## config.mk

```make
export PLATFORM = sky130hd
export DESIGN_NAME = lffa_ctrl
export DESIGN_NICKNAME = d
export VERILOG_FILES = /design/src/hdl/lffa_pkg.sv /design/src/hdl/lffa_ctrl.sv
export SDC_FILE = /design/constraint.sdc
export NUM_CORES = 1
export LEC_CHECK = 0
export ABC_AREA = 1
export BUFFER_PORTS_ARGS = -buffer_cell sky130_fd_sc_hd__clkbuf_2
export CAP_MARGIN = 15
export CORE_AREA = 4 4 41 43
export CTS_CLUSTER_DIAMETER = 120
export CTS_CLUSTER_SIZE = 30
export DETAILED_ROUTE_END_ITERATION = 6
export DIE_AREA = 0 0 45 47
export GPL_TIMING_DRIVEN = 0
export SYNTH_ARGS = -nofsm -noshare
export SYNTH_HDL_FRONTEND = slang
export SYNTH_SLANG_ARGS = --single-unit
```

## constraint.sdc

```tcl
create_clock -name clk -period 1.3 [get_ports clk]
set_input_delay 0.26 -clock clk [delete_from_list [all_inputs] [get_ports clk]]
set_output_delay 0.26 -clock clk [all_outputs]
set_load 0.02 [all_outputs]
```

## src/hdl/lffa_pkg.sv

```systemverilog
// Shared types, codes and a helper function for the lowest-free frame allocator.
`default_nettype none

package lffa_pkg;

  // Request codes carried in the action field.
  localparam logic [1:0] ACT_ALLOC = 2'd0;
  localparam logic [1:0] ACT_FREE  = 2'd1;
  localparam logic [1:0] ACT_FIND  = 2'd2;

  // Result status codes.
  localparam logic [1:0] ST_OK     = 2'd0;
  localparam logic [1:0] ST_NOFREE = 2'd1;
  localparam logic [1:0] ST_RANGE  = 2'd2;
  localparam logic [1:0] ST_DOUBLE = 2'd3;

  localparam int FRAME_SHIFT = 12;
  localparam int FIDX_W      = 32 - FRAME_SHIFT;
  localparam int WORD_W      = 64;

  // Commands from the controller to the datapath.
  typedef struct packed {
    logic clear;
    logic accept;
    logic step2;
    logic step1;
    logic step0;
    logic update;
  } cmd_t;

  // Status from the datapath to the controller.
  typedef struct packed {
    logic clear_done;
    logic out_busy;
  } stat_t;

  // Index of the lowest set bit of a 64-bit word, found by halving the word
  // six times. Returns 63 for an all-zero word.
  function automatic logic [5:0] ffs64(input logic [63:0] v);
    logic [63:0] w;
    logic [5:0]  r;
    w = v;
    r = '0;
    for (int k = 5; k >= 0; k--) begin
      if ((w & ((64'd1 << (1 << k)) - 64'd1)) == 64'd0) begin
        r[k] = 1'b1;
        w    = w >> (1 << k);
      end
    end
    return r;
  endfunction

endpackage

`default_nettype wire

```

## src/hdl/lffa_ctrl.sv

```systemverilog
// Controller state machine that sequences the allocator's datapath.
`default_nettype none

module lffa_ctrl (
  input  wire logic          clk,
  input  wire logic          rst_n,
  input  wire logic          in_tvalid,
  input  wire logic          in_alloc,
  output logic               in_tready,
  input  wire lffa_pkg::stat_t stat,
  output lffa_pkg::cmd_t     cmd
);
  import lffa_pkg::*;

  typedef enum logic [5:0] {
    S_CLEAR = 6'b000001,
    S_IDLE  = 6'b000010,
    S_D2    = 6'b000100,
    S_D1    = 6'b001000,
    S_D0    = 6'b010000,
    S_UPD   = 6'b100000
  } state_t;

  state_t state_r, state_nxt;

  always_comb begin
    state_nxt = state_r;
    cmd       = '0;
    in_tready = 1'b0;
    unique case (state_r)
      S_CLEAR: begin
        cmd.clear = 1'b1;
        if (stat.clear_done) state_nxt = S_IDLE;
      end
      S_IDLE: begin
        in_tready = 1'b1;
        if (in_tvalid) begin
          cmd.accept = 1'b1;
          state_nxt  = in_alloc ? S_D2 : S_UPD;
        end
      end
      S_D2: begin
        cmd.step2 = 1'b1;
        state_nxt = S_D1;
      end
      S_D1: begin
        cmd.step1 = 1'b1;
        state_nxt = S_D0;
      end
      S_D0: begin
        cmd.step0 = 1'b1;
        state_nxt = S_UPD;
      end
      S_UPD: begin
        // Hold here until the result register can take the new transaction.
        if (!stat.out_busy) begin
          cmd.update = 1'b1;
          state_nxt  = S_IDLE;
        end
      end
      default: state_nxt = S_IDLE;
    endcase
  end

  always_ff @(posedge clk) begin
    if (!rst_n) begin
      state_r <= S_CLEAR;
    end else begin
      state_r <= state_nxt;
    end
  end

endmodule

`default_nettype wire

```

Word level (Yosys, flattened, before mapping). Index checks and enable logic that the tools add are counted.

Register bits after elaboration: 6. Word-level logic and storage cells: 25.

Equal/unequal tests: 9. Multiplexer cells: 14. Reduce and logical (&&, ||, !) cells: 1.

Operator list (count): 6-bit one-hot mux with 6 select lines (1); 6-bit 2-to-1 mux (4); 1-bit 2-to-1 mux (9); 6-bit by 1-bit == test with 1-bit output (second input constant) (1); 6-bit by 2-bit == test with 1-bit output (second input constant) (1); 6-bit by 3-bit == test with 1-bit output (second input constant) (1); 6-bit by 4-bit == test with 1-bit output (second input constant) (1); 6-bit by 5-bit == test with 1-bit output (second input constant) (1); 6-bit == test (second input constant) (1); 2-bit != test (second input constant) (3); 3-bit AND reduction (1).

Depth between registers and ports, before layout.
Depth in word-level cells: 3. Depth in mapped cells: 7. Depth with buffers taken out: 7.

Least setup slack after synthesis. No wires, ideal clock.

Path kind: reg2out. Start: reg state_r[0]. End: out cmd[2] (netlist bit). Arrival: 0.907 ns. Required time: 1.040 ns. Slack: 0.133 ns. Stages on the path, launching flop included: 4. Path buffers: 0. Path through: dfxtp_1 -> nor2_2 -> nand2_2 -> nor2_1.

RTL lines: start, declared (line lffa_ctrl.sv:24) `state_t state_r, state_nxt;`; start signal, assigned (line lffa_ctrl.sv:69) `state_r <= state_nxt;`; end, declared (line lffa_ctrl.sv:11) `output lffa_pkg::cmd_t cmd`.

==> impl_summary.log <==
INFO  metric beginning_of_the_critical_path = state_r[3]$_SDFFE_PN0P_
INFO  metric largest_register_ff_count = 6
INFO  metric timing.rr.start = state_r[4]$_SDFFE_PN0P_
INFO  metric die-area = 2120 sq um
INFO  metric detailedPlacementHpwl = 634 um
INFO  metric cell_area_after_synthesis = 387 sq um
INFO  metric die-width = 45 um
INFO  metric rsz_0062_raised_after_global_routing = true
INFO  metric crit_path_start_kind = register
INFO  metric max_flop_register = state_r
INFO  metric synth_sequential_area_ratio = 31.1%
INFO  metric synth_area_leader_cell = sky130_fd_sc_hd__dfxtp_1
INFO  metric antenna_violations_before_repair = 0
INFO  metric crit_path_max_incr_delay = 0.33 ns
INFO  metric reg.largest.list = state_r: 6 flops
INFO  metric grt_first_pass_wirelength = 1750 um
INFO  metric dieHeight = 47 um
INFO  metric gp_congestion = 0.777
INFO  metric worst-endpoint-required = 1.04 ns
INFO  metric post_cts_hold_buffer_count = 0
INFO  metric drt_pass1_iterations = 3
INFO  metric initial_core_util = 29.7%
INFO  metric post_synth_inst_count = 54
INFO  metric cts.clk_slew.worst_paths = 0.05 ns
INFO  metric power.leakage = 0.288 nW
INFO  metric power_per_cell_area = 923 nW/um^2
INFO  metric clkSinkCount = 6
INFO  metric area.sequential = 133 sq um
INFO  metric worst-endpoint-arrival = 1.15 ns
INFO  metric holdCritStartpoint = rst_n
INFO  metric area_delta_synth_final = 56.6%
INFO  metric routed-via-count = 413
INFO  metric fp.coreArea = 1300 sq um
INFO  metric number_of_buffers_and_inverters_on_the_critical_path = 1
INFO  metric hold_path_class = in -> reg
INFO  metric p_total = 0.000559 W
INFO  metric finalCritPeriodShare = 109%
INFO  metric yosysWarningCount = 0
INFO  metric failed_checks = setup timing
INFO  metric worst_path_dominant_cell_family = simple AND/OR/NAND/NOR gates
INFO  metric final.hold.worst_slack = 0.210 ns
INFO  metric crit_path_cell_trace = nor2_4, nand3_4, nor2_4, buf_8
INFO  metric grt_overflow = 0
INFO  metric antenna-diode-count = 0
INFO  metric synth_cell_types = 17
INFO  metric achievable-frequency = 707 MHz
INFO  metric cts_tree = yes
INFO  metric grt_max_degree = 8
INFO  metric postSynthNetCount = 60
INFO  metric report.final.slew_viol_count = 0
INFO  metric postSynthAreaPerCell = 7.16 sq um
INFO  metric path_class = reg -> out
INFO  metric drt-vias-per-instance = 4.59
INFO  metric layout_cells_sized_above_1 = 60.0%
INFO  metric core.rowCount = 13
INFO  metric ioPinCount = 13
INFO  metric detail_route.drc_violations = 0
INFO  metric drv_cap = 0
INFO  metric relSlewSlack = 86.2%
INFO  metric cts.htree.levels = 1
INFO  metric multi_input_comb_area = 245 sq um
INFO  metric worst-slew-pin-transition = 0.207 ns
INFO  metric run_status = finished, violations left
INFO  metric peakVddDrop = 0.501 mV
INFO  metric total_routing_usage_gr = 11.8%
INFO  metric synth.top_cells.by_count = 11 x sky130_fd_sc_hd__nor2_1, 9 x sky130_fd_sc_hd__inv_1, 6 x sky130_fd_sc_hd__dfxtp_1
INFO  metric number_of_global_route_vias_before_repair = 437
INFO  metric drtAntennaViolNets = 0
INFO  metric drt-initial-drc-count = 5
INFO  metric skew = 0.000251 ns
INFO  metric crit_slowest_cell = sky130_fd_sc_hd__dfxtp_2
INFO  metric numPortBuffers = 12
INFO  metric worst_skew_pair.late_latency = 0.25 ns
INFO  metric postLayoutSetupSlackWorst = -0.114 ns
INFO  metric timing_hold_violations_final = 0
INFO  metric critical_path_peak_fanout = 7
INFO  metric cp-end-kind = primary output
INFO  metric final.min_clock_period = 1.41 ns
INFO  metric timing.critical_path.mode_cell = sky130_fd_sc_hd__nor2_4
INFO  metric tritoncts.num_buffers = 3
INFO  metric ys_ff_latch = 6
INFO  metric post_synth_main_area_contributors = sky130_fd_sc_hd__dfxtp_1 31%, sky130_fd_sc_hd__nor2_1 11%, sky130_fd_sc_hd__inv_1 8.7%
INFO  metric nNetsFinal = 83
INFO  metric most_common_cell_in_the_netlist = sky130_fd_sc_hd__nor2_1
INFO  metric num-fill-cells = 140
INFO  metric timing.setup.tns = -0.613 ns
INFO  metric max-clock-path-buffers = 2
INFO  metric wire_per_inst = 10.8 um
INFO  metric finalSetupViolCount = 7
INFO  metric routed_wirelength = 976 um
INFO  metric postSynth.topFlopCell = sky130_fd_sc_hd__dfxtp_1
INFO  metric synth.top_cell.area_share = 31.1%
INFO  metric cts_root_buffer = sky130_fd_sc_hd__clkbuf_4
INFO  metric synth_enable_flop_cells = 0
INFO  metric ys_async_sr_fraction = 0%
[power by group]
group,internal (W),total [W],switching [W]
logic,0.0000767,0.000166,0.0000888
registers,0.000195,0.000213,0.0000181
clock network,0.000105,0.000180,0.0000748
total,0.000377,0.000559,0.000182
[kinds of logic after synthesis]
| kind of cell | after synthesis | synth area share (%) |
|---|---|---|
| AOI/OAI and AO/OA | 2 | 4.53 |
| buffers and inverters | 11 | 10.7 |
| DFF | 6 | 31.1 |
| and+or+nand+nor | 35 | 53.7 |
[cells in the final DEF (no fill, tap or decap), types with 2 or more instances in the layout]
master	count
sky130_fd_sc_hd__nor2_1	9
sky130_fd_sc_hd__inv_1	8
sky130_fd_sc_hd__buf_4	8
sky130_fd_sc_hd__nor2_4	5
sky130_fd_sc_hd__nand2_1	5
sky130_fd_sc_hd__clkbuf_2	5
sky130_fd_sc_hd__dfxtp_2	4
sky130_fd_sc_hd__inv_2	3
sky130_fd_sc_hd__nor2_2	3
sky130_fd_sc_hd__nand3_1	3
sky130_fd_sc_hd__clkbuf_4	3
sky130_fd_sc_hd__nand3_2	2
sky130_fd_sc_hd__nand4_1	2
sky130_fd_sc_hd__nor3_1	2
sky130_fd_sc_hd__buf_8	2
sky130_fd_sc_hd__dfxtp_4	2
[worst register-to-register path: stages, from the launching register on]
cell	delay [ns]
sky130_fd_sc_hd__dfxtp_4	0.35
sky130_fd_sc_hd__nor2_4	0.16
sky130_fd_sc_hd__nand2_2	0.11
sky130_fd_sc_hd__buf_4	0.15
sky130_fd_sc_hd__a21oi_2	0.10
sky130_fd_sc_hd__nor2_1	0.06
sky130_fd_sc_hd__nor2_1	0.10
sky130_fd_sc_hd__nor2_1	0.04
[path summary, 6_finish.rpt]
check / end / slack (ns) / cells after the start
setup / recovery: cmd[4] / -0.11 / 4
hold / removal: state_r[0]$_SDFFE_PN1P_ / 0.21 / 2
setup reg to reg: state_r[1]$_SDFFE_PN0P_ / 0.11 / 7
hold reg to reg: state_r[3]$_SDFFE_PN0P_ / 0.57 / 2
[what timing repair did]
action | CTS | global route
pin swaps | 7 | 5
buffers inserted | 6 | 0
setup endpoints to repair | 7 | 7
gates resized for setup | 16 | 14
[area by class of cell]
class                      instances  area share [%]
tap                               15            3.10
inverter                          11            6.82
clock buffer                       3            3.72
timing repair buffer              18            24.0
multi-input combinational         37            40.5
sequential                         6            21.9
[layer usage]
| layer | GRT usage (%) | wire length, um |
|---|---|---|
| met1 | 11.8 | 372 |
| met2 | 21.5 | 534 |
| met3 | 2.68 | 43 |
| met4 | 8.77 | 25 |
| met5 | 0 | 0 |
[per-stage QoR]
stage	utilization, %	setup WS [ns]	std cells	instance area [sq um]
after floorplan	-	0.133	54	387
after global placement	35.8	0.0707	81	465
after detailed placement	35.8	0.0684	81	465
after CTS	45.1	-0.118	90	587
after global routing	46.5	-0.165	90	606
final	46.5	-0.114	90	606
Note: power is estimated with default switching activity, not from simulation.
